[src/upk_pkg.sv]
// ----------------------------------------------------------------------------
// upk_pkg
// shared widths, register indexes and beat types of the packed bit-field
// unpacker
// ----------------------------------------------------------------------------
package upk_pkg;

   // field widths
   localparam int BYTE_W      = 8;
   localparam int COUNT_W     = 10;
   localparam int POS_W       = 16;
   localparam int VALUE_W     = 64;
   localparam int WIDTH_W     = 7;
   localparam int BIT_CNT_W   = 4;
   localparam int RUN_CMP_W   = 13;
   localparam int REQ_DATA_W  = 40;
   localparam int RSP_DATA_W  = 80;
   localparam int CSR_ADDR_W  = 3;
   localparam int CSR_DATA_W  = 32;

   // limits
   localparam int MAX_RUN_DEFAULT = 512;
   localparam logic [WIDTH_W-1:0] WIDTH_MAX   = 7'd64;
   localparam logic [WIDTH_W-1:0] WIDTH_RESET = 7'd1;

   // register indexes (decoded from paddr[2])
   localparam logic CSR_IDX_WIDTH  = 1'b0;
   localparam logic CSR_IDX_ZIGZAG = 1'b1;

   // configuration seen by the datapath
   typedef struct packed {
      logic [WIDTH_W-1:0] eff_width;
      logic               zigzag;
   } cfg_type;

   // one completed value travelling to the output stage
   typedef struct packed {
      logic [VALUE_W-1:0] value;
      logic [POS_W-1:0]   position;
      logic               last;
   } beat_type;

endpackage

[src/upk_csr.sv]
// ----------------------------------------------------------------------------
// upk_csr
// configuration registers behind a small apb-style port
// ----------------------------------------------------------------------------
module upk_csr (
   input  logic                            clock,
   input  logic                            reset,
   input  logic                            csr_psel,
   input  logic                            csr_penable,
   input  logic                            csr_pwrite,
   input  logic [upk_pkg::CSR_ADDR_W-1:0]  csr_paddr,
   input  logic [upk_pkg::CSR_DATA_W-1:0]  csr_pwdata,
   output logic [upk_pkg::CSR_DATA_W-1:0]  csr_prdata,
   output logic                            csr_pready,
   output upk_pkg::cfg_type                cfg
);
   import upk_pkg::*;

   logic [WIDTH_W-1:0] width_ff, width_in;
   logic               zigzag_ff, zigzag_in;
   logic               wr_en;

   assign csr_pready = 1'b1;
   assign wr_en      = csr_psel & csr_penable & csr_pwrite & csr_pready;

   // register writes
   always_comb begin
      width_in  = width_ff;
      zigzag_in = zigzag_ff;
      if (wr_en) begin
         case (csr_paddr[2])
            CSR_IDX_WIDTH:  width_in  = csr_pwdata[WIDTH_W-1:0];
            CSR_IDX_ZIGZAG: zigzag_in = csr_pwdata[0];
            default:        width_in  = width_ff;
         endcase
      end
   end

   always_ff @(posedge clock) begin
      if (reset) begin
         width_ff  <= WIDTH_RESET;
         zigzag_ff <= 1'b0;
      end else begin
         width_ff  <= width_in;
         zigzag_ff <= zigzag_in;
      end
   end

   // read back
   always_comb begin
      case (csr_paddr[2])
         CSR_IDX_WIDTH:  csr_prdata = {{(CSR_DATA_W-WIDTH_W){1'b0}}, width_ff};
         CSR_IDX_ZIGZAG: csr_prdata = {{(CSR_DATA_W-1){1'b0}}, zigzag_ff};
         default:        csr_prdata = '0;
      endcase
   end

   // width of zero acts as one, above the maximum as the maximum
   always_comb begin
      if (width_ff == '0)
         cfg.eff_width = WIDTH_W'(1);
      else if (width_ff > WIDTH_MAX)
         cfg.eff_width = WIDTH_MAX;
      else
         cfg.eff_width = width_ff;
      cfg.zigzag = zigzag_ff;
   end

endmodule

[src/upk_bit_eng.sv]
// ----------------------------------------------------------------------------
// upk_bit_eng
// bit-serial unpack engine: shifts one bit per cycle, while the output stage has room,
// out of the byte register into the value shift register and counts bits and values of the run
// ----------------------------------------------------------------------------
module upk_bit_eng #(
   parameter int MAX_RUN = upk_pkg::MAX_RUN_DEFAULT
) (
   input  logic                          clock,
   input  logic                          reset,
   input  upk_pkg::cfg_type              cfg,
   input  logic                          in_valid,
   output logic                          in_ready,
   input  logic [upk_pkg::BYTE_W-1:0]    data_byte,
   input  logic                          run_start,
   input  logic [upk_pkg::COUNT_W-1:0]   run_count,
   input  logic [upk_pkg::POS_W-1:0]     run_offset,
   output logic                          emit,
   output upk_pkg::beat_type             beat,
   input  logic                          out_ready
);
   import upk_pkg::*;

   localparam int LEFT_W = $clog2(MAX_RUN + 1);

   logic [BYTE_W-1:0]    byte_ff, byte_in;
   logic [BIT_CNT_W-1:0] bits_left_ff, bits_left_in;
   logic [VALUE_W-1:0]   partial_ff, partial_in;
   logic [WIDTH_W-1:0]   need_ff, need_in;
   logic [LEFT_W-1:0]    values_left_ff, values_left_in;
   logic [POS_W-1:0]     pos_ff, pos_in;

   logic                 active, live, done, step, accept;
   logic [WIDTH_W-1:0]   need_cur, need_dec;
   logic [VALUE_W-1:0]   partial_shift;
   logic [RUN_CMP_W-1:0] count_ext;
   logic [LEFT_W-1:0]    count_sat;

   // current bit and value bookkeeping
   always_comb begin
      active        = bits_left_ff != '0;
      live          = values_left_ff != '0;
      need_cur      = (need_ff == '0) ? cfg.eff_width : need_ff;
      need_dec      = need_cur - WIDTH_W'(1);
      done          = need_dec == '0;
      partial_shift = (need_ff == '0) ? {{(VALUE_W-1){1'b0}}, byte_ff[BYTE_W-1]}
                                      : {partial_ff[VALUE_W-2:0], byte_ff[BYTE_W-1]};
      step          = active && live && !(done && !out_ready);
      emit          = step && done;
      in_ready      = !active || !live ||
                      (step && bits_left_ff == BIT_CNT_W'(1));
      accept        = in_valid && in_ready;
   end

   // run count saturates to the largest run
   always_comb begin
      count_ext = {{(RUN_CMP_W-COUNT_W){1'b0}}, run_count};
      if (count_ext > RUN_CMP_W'(MAX_RUN))
         count_sat = LEFT_W'(MAX_RUN);
      else
         count_sat = LEFT_W'(count_ext);
   end

   // completed value beat
   always_comb begin
      beat.value    = partial_shift;
      beat.position = pos_ff;
      beat.last     = values_left_ff == LEFT_W'(1);
   end

   // next state: bit step first, a new beat overrides
   always_comb begin
      byte_in        = byte_ff;
      bits_left_in   = bits_left_ff;
      partial_in     = partial_ff;
      need_in        = need_ff;
      values_left_in = values_left_ff;
      pos_in         = pos_ff;

      if (active && !live) begin
         // run exhausted, leftover bits dropped
         bits_left_in = '0;
      end else if (step) begin
         byte_in      = {byte_ff[BYTE_W-2:0], 1'b0};
         bits_left_in = bits_left_ff - BIT_CNT_W'(1);
         partial_in   = partial_shift;
         need_in      = need_dec;
         if (done) begin
            values_left_in = values_left_ff - LEFT_W'(1);
            pos_in         = pos_ff + POS_W'(1);
            if (values_left_ff == LEFT_W'(1))
               bits_left_in = '0;
         end
      end

      if (accept) begin
         byte_in      = data_byte;
         bits_left_in = BIT_CNT_W'(BYTE_W);
         if (run_start) begin
            values_left_in = count_sat;
            pos_in         = run_offset;
            need_in        = '0;
         end
      end
   end

   always_ff @(posedge clock) begin
      if (reset) begin
         bits_left_ff   <= '0;
         need_ff        <= '0;
         values_left_ff <= '0;
         pos_ff         <= '0;
      end else begin
         bits_left_ff   <= bits_left_in;
         need_ff        <= need_in;
         values_left_ff <= values_left_in;
         pos_ff         <= pos_in;
      end
   end

   always_ff @(posedge clock) begin
      byte_ff    <= byte_in;
      partial_ff <= partial_in;
   end

   // checks
   a_emit_room: assert property (@(posedge clock) disable iff (reset)
      emit |-> out_ready)
      else $error("value completed with no room in the output stage");

   a_bits_range: assert property (@(posedge clock) disable iff (reset)
      bits_left_ff <= BIT_CNT_W'(BYTE_W))
      else $error("bit counter beyond a byte");

   a_run_range: assert property (@(posedge clock) disable iff (reset)
      values_left_ff <= LEFT_W'(MAX_RUN))
      else $error("value count beyond the longest run");

   a_need_range: assert property (@(posedge clock) disable iff (reset)
      need_ff < WIDTH_MAX)
      else $error("missing bit count beyond the widest value");

   a_emit_count: assert property (@(posedge clock) disable iff (reset)
      emit && !accept |=> values_left_ff == $past(values_left_ff) - LEFT_W'(1))
      else $error("value count not stepped on a completed value");

endmodule

[src/upk_out_stage.sv]
// ----------------------------------------------------------------------------
// upk_out_stage
// optional zigzag decode and the result register of the output channel
// ----------------------------------------------------------------------------
module upk_out_stage (
   input  logic                               clock,
   input  logic                               reset,
   input  logic                               zigzag,
   input  logic                               emit,
   input  upk_pkg::beat_type                  beat,
   output logic                               out_ready,
   output logic                               rsp_tvalid,
   input  logic                               rsp_tready,
   output logic [upk_pkg::RSP_DATA_W-1:0]     rsp_tdata,
   output logic                               rsp_tlast
);
   import upk_pkg::*;

   logic               valid_ff, valid_in;
   beat_type           hold_ff, hold_in;
   logic [VALUE_W-1:0] decoded;

   assign out_ready = !valid_ff || rsp_tready;

   // zigzag: shift right and flip all bits when the low bit is set
   always_comb begin
      if (zigzag)
         decoded = {1'b0, beat.value[VALUE_W-1:1]} ^ {VALUE_W{beat.value[0]}};
      else
         decoded = beat.value;
   end

   always_comb begin
      valid_in = valid_ff && !rsp_tready;
      hold_in  = hold_ff;
      if (emit) begin
         valid_in       = 1'b1;
         hold_in        = beat;
         hold_in.value  = decoded;
      end
   end

   always_ff @(posedge clock) begin
      if (reset)
         valid_ff <= 1'b0;
      else
         valid_ff <= valid_in;
   end

   always_ff @(posedge clock) begin
      hold_ff <= hold_in;
   end

   assign rsp_tvalid = valid_ff;
   assign rsp_tdata  = {hold_ff.position, hold_ff.value};
   assign rsp_tlast  = hold_ff.last;

endmodule

[src/packed_bit_field_unpacker.sv]
// ----------------------------------------------------------------------------
// packed_bit_field_unpacker
// unpacks msb-first bit-packed integers of a configured width from bytes
// ----------------------------------------------------------------------------
// Bytes enter on the req_ stream, one per beat; req_tuser marks the first byte
// of a run, which loads the value count and the start position and drops any
// bits left over. Each value of value_width bits (1..64) that completes leaves
// on the rsp_ stream with its position; rsp_tlast marks the run's final value.
// The csr_ port holds value_width (offset 0) and zigzag_enable (offset 4); the user
// must write them only while the block is idle, which the block does not enforce.
// A byte is shifted out one bit per cycle while the output stage has room, and
// a new byte is taken in the cycle of the last bit; the byte rate is set by the
// bit-serial shift path.
// A value completed by a bit appears on rsp_tvalid in the next cycle, through a
// single result register. If that register is still full when the next value
// completes, the bit engine holds until rsp_tready, and req_tready falls too.
// Bytes beyond the run's count give no beat and are accepted without being shifted out.
// Reset is synchronous: value_width goes to 1, zigzag off, the run count to zero,
// and no beat is pending.
// ----------------------------------------------------------------------------
module packed_bit_field_unpacker #(
   parameter int MAX_RUN = upk_pkg::MAX_RUN_DEFAULT
) (
   input  logic                              clock,
   input  logic                              reset,
   // data_byte [7:0], run_count [17:8], run_offset [33:18], zero [39:34]
   input  logic [upk_pkg::REQ_DATA_W-1:0]    req_tdata,
   // run_start
   input  logic                              req_tuser,
   input  logic                              req_tvalid,
   output logic                              req_tready,
   // value [63:0], position [79:64]
   output logic [upk_pkg::RSP_DATA_W-1:0]    rsp_tdata,
   output logic                              rsp_tlast,
   output logic                              rsp_tvalid,
   input  logic                              rsp_tready,
   input  logic                              csr_psel,
   input  logic                              csr_penable,
   input  logic                              csr_pwrite,
   input  logic [upk_pkg::CSR_ADDR_W-1:0]    csr_paddr,
   input  logic [upk_pkg::CSR_DATA_W-1:0]    csr_pwdata,
   output logic [upk_pkg::CSR_DATA_W-1:0]    csr_prdata,
   output logic                              csr_pready
);
   import upk_pkg::*;

   cfg_type  cfg;
   beat_type beat;
   logic     emit;
   logic     out_ready;

   // configuration registers
   upk_csr u_csr (
      .clock       (clock),
      .reset       (reset),
      .csr_psel    (csr_psel),
      .csr_penable (csr_penable),
      .csr_pwrite  (csr_pwrite),
      .csr_paddr   (csr_paddr),
      .csr_pwdata  (csr_pwdata),
      .csr_prdata  (csr_prdata),
      .csr_pready  (csr_pready),
      .cfg         (cfg)
   );

   // bit-serial engine
   upk_bit_eng #(
      .MAX_RUN (MAX_RUN)
   ) u_bit_eng (
      .clock      (clock),
      .reset      (reset),
      .cfg        (cfg),
      .in_valid   (req_tvalid),
      .in_ready   (req_tready),
      .data_byte  (req_tdata[BYTE_W-1:0]),
      .run_start  (req_tuser),
      .run_count  (req_tdata[BYTE_W+COUNT_W-1:BYTE_W]),
      .run_offset (req_tdata[BYTE_W+COUNT_W+POS_W-1:BYTE_W+COUNT_W]),
      .emit       (emit),
      .beat       (beat),
      .out_ready  (out_ready)
   );

   // result register
   upk_out_stage u_out_stage (
      .clock      (clock),
      .reset      (reset),
      .zigzag     (cfg.zigzag),
      .emit       (emit),
      .beat       (beat),
      .out_ready  (out_ready),
      .rsp_tvalid (rsp_tvalid),
      .rsp_tready (rsp_tready),
      .rsp_tdata  (rsp_tdata),
      .rsp_tlast  (rsp_tlast)
   );

endmodule
[config.mk]
export PLATFORM = sky130hd
export DESIGN_NAME = packed_bit_field_unpacker
export DESIGN_NICKNAME = d
export VERILOG_FILES = /design/src/upk_pkg.sv /design/src/upk_csr.sv /design/src/upk_bit_eng.sv /design/src/upk_out_stage.sv /design/src/packed_bit_field_unpacker.sv
export SDC_FILE = /design/constraint.sdc
export NUM_CORES = 1
export LEC_CHECK = 0
export BUFFER_PORTS_ARGS = -buffer_cell sky130_fd_sc_hd__buf_2
export CORE_MARGIN = 1
export CORE_UTILIZATION = 50
export CTS_CLUSTER_DIAMETER = 120
export DETAILED_ROUTE_END_ITERATION = 10
export PLACE_DENSITY = 0.74
export SLEW_MARGIN = 40
export SYNTH_ARGS = -nofsm -noshare
export SYNTH_HDL_FRONTEND = slang
export SYNTH_SLANG_ARGS = --single-unit
[constraint.sdc]
create_clock -name clock -period 6.1 [get_ports clock]
set_input_delay 0.305 -clock clock [delete_from_list [all_inputs] [get_ports clock]]
set_output_delay 0.305 -clock clock [all_outputs]
set_load 0.01 [all_outputs]
==> impl_metrics.toml, run 1 <==
[critical_path]
r2r_start = "u_bit_eng.need_ff[5]"
start_kind = "register"
crit_end = "u_out_stage.rsp_tdata[10]"
cp_data_arrival_time_ns = 4.59
cp-end-kind = "register"
cpMaxStageDelayCell = "a2111oi_4"
required_ns = 6.20
crit_path_max_incr_delay_ns = 0.61
startpoint = "u_bit_eng.need_ff[5]"
reg2regPathDepth = 12
regToRegEndpoint = "u_out_stage.rsp_tdata[10]"
crit_family = "simple AND/OR/NAND/NOR gates"
crit_type = "register to register"
crit_buf_inv = 2
critical_path.cell_chain = "nor4_2 -> nand2_1 -> nor2_1 -> nor2_1 -> ha_1 -> or3b_1 -> o21ai_0 -> o211ai_2 -> a2111oi_4 -> nand3_4 -> clkinv_2 -> buf_4"
path_max_fanout = 41
rrSetupSlack_ns = 1.60
cp.depth = 12
crit_top_cell = "nor2_1"

[cells_and_area]
drive_gt1_share_pct = 21.12
instances_no_fill = 1201
final_area_um2 = 10830
fillCellCount = 1550
nNetsFinal = 1043
syn_to_final_growth_pct = 14.15
final_common_cell = "edfxtp_1"
final_cell_mix = "edfxtp_1 (152), buf_2 (139), nor2_1 (93), a21oi_1 (85), xnor2_1 (79)"

[detailed_routing]
vias_per_cell = 5.393
first_pass_iters = 5
drtAntennaViolNets = 0
wirelength_um = 18200
drtIter0Drc = 360
route.vias.total = 6477
drc_errors = 0
wl_per_cell_um = 15.15

[global_routing]
grt-ovfl-total = 0
gr-usage-all-layers_pct = 18.76
grt_pass1_vias = 5773
grt_pass1_wl_um = 29080
grt_max_degree = 66
antenna_found_initial = 1

[timing]
maxSlewHeadroom_pct = 45.74
worstMarginPinSlew_ns = 0.8139
rsz0062_at_grt = "false"
slew_viol_final = 0
hold_viol = 0
setup_viol = 0
skew_ns = 0.01305
fin_crit_ns = 4.496
fmax_mhz = 222.4
fin_tns_setup_ns = 0
finalCritPeriodShare_pct = 73.70

[logic_synthesis]
async_reset_ff_share_pct = 0
netlist_area_um2 = 9489
syn_area_per_cell_um2 = 11.35
ys.flop_type = "edfxtp_1"
ys_seq_elements = 198
synth.distinct_cells = 67
synthCells = 836
ys_seq_area_share_pct = 57.81
ys_warn_count = 0
synth-edff-count = 152

[placement]
gp_congestion = 0.8622
dp.cells = 1168
port_buffers = 139
place_area_um2 = 10290
dp_hpwl_um = 12250

[floorplanning]
die_x_um = 139.8
rows = 50
start_util_pct = 50.90
die-area_um2 = 19530
core_um2 = 18640
die_y_um = 139.8
io_pins = 199

[cts]
numCtsBuffers = 17
root_buffer = "clkbuf_16"
cts_setup_buffers = 0
htreeDepth = 4
cts_tree = "done"
insertion_delay_ns = 0.43
ctsHoldBuffers = 0
cts.path.max_buffers = 2
clkTransAtPathRegs_ns = 0.07
cts_resized = 0
cts.sinks = 198

[flow_run]
drv_cap = 0

[run_status]
outcome = "complete, no violations"

[hold_path]
min_path_type = "input pin to register"
## worst min-delay path: stages
cell and delay [ns]:
buf_2 0.08, mux2i_1 0.06, nor2_1 0.07
## per-stage QoR
step	setup WS, ns	utilization [%]	hold WS, ns
2_1_floorplan	1.356	-	0.4137
3_3_place_gp	1.688	54.89	0.4663
3_5_place_dp	1.671	55.18	0.4614
4_1_cts	1.649	58.09	0.1085
5_1_grt	1.224	58.10	0.1313
6_report	1.604	58.10	0.1190
## layer usage
layer	wire, µm	track usage, %
met5	0	0
met1	8499	25.27
met3	719	3.338
met4	287	6.593
met2	8692	30.50
## area by class of cell
cell class / instances / area [µm²] / area share (%)
Timing Repair Buffer: 148 / 792.0 / 7.312
Tap cell: 234 / 292.8 / 2.703
Clock inverter: 15 / 116.4 / 1.074
Antenna cell: 1 / 2.502 / 0.02310
Sequential cell: 198 / 5489 / 50.68
Clock buffer: 17 / 425.4 / 3.927
Multi-Input combinational cell: 574 / 3660 / 33.79
Inverter: 14 / 53.80 / 0.4967
## logic make-up after synthesis
| family | share of synthesized area (%) |
|---|---|
| XOR/XNOR | 7.661 |
| AND/OR/NAND/NOR | 15.31 |
| adder cells (fa/ha/maj) | 0.9230 |
| flip-flops | 57.81 |
| other | 0.07914 |
| multiplexers | 2.123 |
| AO/OA/AOI/OAI | 11.35 |
| buffers and inverters | 4.747 |
## how the worst min path moves through the flow
stage / startpoint / end / slack [ns] / cells past startpoint
2_1_floorplan: reset / u_csr.width_ff[0] / 0.41 / 2
3_3_place_gp: u_bit_eng.pos_ff[15] / u_out_stage.rsp_tdata[79] / 0.47 / 0
3_5_place_dp: u_bit_eng.pos_ff[15] / u_out_stage.rsp_tdata[79] / 0.46 / 0
4_1_cts: csr_pwdata[3] / u_csr.width_ff[3] / 0.11 / 3
5_1_grt: csr_pwdata[1] / u_csr.width_ff[1] / 0.13 / 3
6_report: csr_pwdata[5] / u_csr.width_ff[5] / 0.12 / 3
## cell usage after synthesis, drive strengths merged (2+ instances only)
library cell / instances / area share [%]
nor2: 93 / 3.7
conb: 2 / 0.079
a2111oi: 4 / 0.58
nor3b: 2 / 0.16
nor2b: 8 / 0.53
nand2: 29 / 1.1
mux2: 9 / 1.1
a31oi: 6 / 0.40
xor2: 4 / 0.37
nand3: 14 / 0.87
a221oi: 4 / 0.37
buf: 41 / 2.9
edfxtp: 152 / 48
or2: 2 / 0.13
nor3: 15 / 0.79
dfxtp: 46 / 9.7
ha: 7 / 0.92
o21ai: 10 / 0.73
or3: 6 / 0.40
a211oi: 22 / 1.7
nand4: 12 / 0.79
xnor2: 79 / 7.3
inv: 14 / 0.55
a311oi: 6 / 0.62
o41ai: 3 / 0.28
a22oi: 6 / 0.47
or4: 8 / 0.83
o31ai: 6 / 0.47
nor4: 10 / 0.88
nand2b: 2 / 0.13
o211ai: 2 / 0.21
clkbuf: 33 / 1.3
a21oi: 85 / 4.5
and3: 4 / 0.26
mux2i: 10 / 1.1
and2: 66 / 4.4
## sequential cells by signal, summed over array words and instances, names as in the netlist
register	count
u_bit_eng.byte_ff	8
u_bit_eng.partial_ff	63
u_bit_eng.pos_ff	16
u_bit_eng.values_left_ff	10
u_out_stage.rsp_tvalid	1
u_csr.zigzag_ff	1
u_out_stage.rsp_tdata	80
u_out_stage.rsp_tlast	1
u_bit_eng.bits_left_ff	4
u_csr.width_ff	7
u_bit_eng.need_ff	7
Power of run 1 is not shown: default switching activity piles up to over one toggle a cycle in this logic, so the estimate is an artifact.
==> run 2: changes to the inputs <==
--- a/config.mk
+++ b/config.mk
@@ -5,6 +5,7 @@
 export SDC_FILE = /design/constraint.sdc
 export NUM_CORES = 1
 export LEC_CHECK = 0
+export ABC_AREA = 1
 export BUFFER_PORTS_ARGS = -buffer_cell sky130_fd_sc_hd__buf_2
 export CORE_MARGIN = 1
 export CORE_UTILIZATION = 50
==> constraint.sdc (replaced) <==
create_clock -name clock -period 4.4 [get_ports clock]
set_input_delay 0.22 -clock clock [delete_from_list [all_inputs] [get_ports clock]]
set_output_delay 0.22 -clock clock [all_outputs]
set_load 0.01 [all_outputs]
==> impl_metrics.toml, run 2 <==
[pwr]
pwr-share-clk_pct = 19.4
p_comb_share_pct = 41.7
seq_power_share_pct = 38.9
total_power_uw = 8344
netSwitchingFraction_pct = 40.75
cellPowerDensity_nw_per_um2 = 750.9
vdd_drop_max_mv = 0.4242
power.leakage_uw = 0.004760
internal_power_uw = 4943
p_sw_uw = 3400

[cells_and_area]
largest_reg_flops = 80
drive_gt1_share_pct = 16.82
final_util_pct = 58.81
final_common_cell = "nand2_1"
nNetsFinal = 1296
fillCellCount = 1654
final_cell_mix = "nand2_1 (199), nor2_1 (165), edfxtp_1 (152), buf_2 (139), inv_1 (124)"
n_antenna_cell = 0
syn_to_final_growth_pct = 14.02

[detailed_routing]
vias_per_cell = 5.137
drtAntennaViolNets = 0
wirelength_um = 19710
drc_errors = 0
first_pass_iters = 5
route.vias.total = 7597
wl_per_cell_um = 13.33
drtIter0Drc = 655

[floorplanning]
start_util_pct = 51.58
die_y_um = 141.6
die-area_um2 = 20050
rows = 50
die_x_um = 141.6
core_um2 = 18890
io_pins = 199

[critical_path]
path_max_fanout = 35
r2r_start = "u_bit_eng.need_ff[5]"
cp-end-kind = "register"
crit_buf_inv = 3
cpMaxStageDelayCell = "buf_4"
regToRegEndpoint = "u_bit_eng.need_ff[1]"
rrSetupSlack_ns = 1.01
start_kind = "register"
crit_path_max_incr_delay_ns = 0.41
crit_type = "register to register"
reg2regPathDepth = 17
crit_family = "simple AND/OR/NAND/NOR gates"
cp_data_arrival_time_ns = 3.70
critical_path.cell_chain = "inv_1 -> nand3_1 -> nor2_4 -> nand2_1 -> nor2_1 -> nor2_2 -> ha_1 -> nand3_1 -> o21ai_0 -> nand3_2 -> nor2_4 -> nand4_2 -> nand2_2 -> clkinv_2 -> buf_4 -> o21ai_0 -> nor2_1"
required_ns = 4.71

[logic_synthesis]
synthCells = 1097
syn_area_per_cell_um2 = 8.883
synth.most_common_cell = "nand2_1"
netlist_area_um2 = 9744
async_reset_ff_share_pct = 0
ys_warn_count = 0
synth.distinct_cells = 37
ys_seq_elements = 198
synth_top_area_share_pct = 46.84
synth_largest_area_cell = "edfxtp_1"
ys_seq_area_share_pct = 56.29
synth-edff-count = 152
synth_top_cells_by_count = "nand2_1 (199), nor2_1 (165), edfxtp_1 (152)"
ys_top_cells_by_area = "edfxtp_1 (47%), dfxtp_1 (9.5%), nand2_1 (7.7%)"
ys.flop_type = "edfxtp_1"

[flow_run]
drv_cap = 0

[placement]
dp_hpwl_um = 12670
gp_congestion = 0.8553
port_buffers = 139

[cts]
cts.path.max_buffers = 2
clkTransAtPathRegs_ns = 0.07
cts_tree = "done"
insertion_delay_ns = 0.43
cts_resized = 0
cts.sinks = 198
htreeDepth = 4
ctsHoldBuffers = 0
cts_setup_buffers = 0
numCtsBuffers = 17
root_buffer = "clkbuf_16"

[global_routing]
grt_pass1_wl_um = 32060
grt-ovfl-total = 0
antenna_found_initial = 0
grt_pass1_vias = 6790
grt_max_degree = 94
gr-usage-all-layers_pct = 19.98

[timing]
worstMarginPinSlew_ns = 0.7189
maxSlewHeadroom_pct = 52.07
hold_viol = 0
fmax_mhz = 295.4
slew_viol_final = 0
setup_viol = 0
rsz0062_at_grt = "false"
finalCritPeriodShare_pct = 76.94
fin_tns_setup_ns = 0
fin_crit_ns = 3.386
skew_ns = 0.01129

[hold_path]
hold_path_depth = 2
hold_start = "reset"
min_to = "u_bit_eng.values_left_ff[9]"
min_path_type = "input pin to register"

[run_status]
outcome = "complete, no violations"
## run 2: cell types whose count changed after synthesis, sizes merged, moves of 9 or more
cell	delta
a211oi	-22
a21oi	-70
and2	-66
inv	+115
mux2	-9
mux2i	-10
nand2	+180
nand3	+33
nor2	+77
nor3	-11
o21ai	+117
o22ai	+60
xnor2	-77
xor2	+14
## run 2: metal layers
layer	track usage (%)	vias up	share of wire [%]
li1	-	3832	-
met1	26.27	3554	45
met2	34.40	200	50
met3	3.611	11	4.6
met4	4.471	0	0.64
met5	0	-	0
## run 2: stage by stage
step                      std cells  setup WS, ns  instance area, µm²  hold slack (ns)
after global placement         1446         1.175               10470           0.4421
after global routing           1479        0.6439               11110         0.002858
final                          1479         1.014               11110          0.02187
after detailed placement       1447         1.103               10490           0.4545
after floorplan                1121         1.341                9834           0.2891
after CTS                      1479         1.020               11110        0.0007613
## run 2: worst reg2reg max path: stages, from the launching register on
cell      delay (ns)
dfxtp_1         0.37
inv_1           0.07
nand3_1         0.13
nor2_4          0.08
nand2_1         0.07
nor2_1          0.05
nor2_2          0.22
ha_1            0.25
nand3_1         0.14
o21ai_0         0.31
nand3_2         0.14
nor2_4          0.18
nand4_2         0.11
nand2_2         0.10
clkinv_2        0.40
buf_4           0.41
o21ai_0         0.19
nor2_1          0.06
## run 2: worst max-delay path by stage
stage                                     from                    to  slack, ns  cells after the start
after global routing      u_bit_eng.need_ff[5]  u_bit_eng.need_ff[3]       0.64                     17
after floorplan           u_bit_eng.need_ff[0]  u_bit_eng.need_ff[4]       1.34                     20
final                     u_bit_eng.need_ff[5]  u_bit_eng.need_ff[1]       1.01                     17
after global placement    u_bit_eng.need_ff[5]  u_bit_eng.byte_ff[0]       1.17                     16
after detailed placement  u_bit_eng.need_ff[5]  u_bit_eng.need_ff[1]       1.10                     17
after CTS                 u_bit_eng.need_ff[5]  u_bit_eng.need_ff[1]       1.02                     17
## run 2: kinds of logic after synthesis
group,synth area share [%]
buf+inv,9.797
flops,56.29
compound gates,11.48
xor+xnor,1.798
other cells,0.07707
simple gates,19.66
fa+ha+maj,0.8988
## run 2: power groups by stage
stage                     sequential (µW)  clock (µW)  combinational, µW
after floorplan                      3270           0               2690
final                                3240        1620               3480
after detailed placement             3270           0               3460
after CTS                            3240        1650               3500
after global routing                 3300        1710               3980
after global placement               3260           0               3360
## run 2: layout make-up
type | count | area [µm²] | area share [%]
Inverter | 131 | 499.2 | 4.493
Timing Repair Buffer | 146 | 785.8 | 7.072
Clock inverter | 15 | 191.4 | 1.723
Tap cell | 260 | 325.3 | 2.928
Clock buffer | 17 | 425.4 | 3.829
Multi-Input combinational cell | 712 | 3395 | 30.55
Sequential cell | 198 | 5489 | 49.40
(Power assumes the default switching activity.)
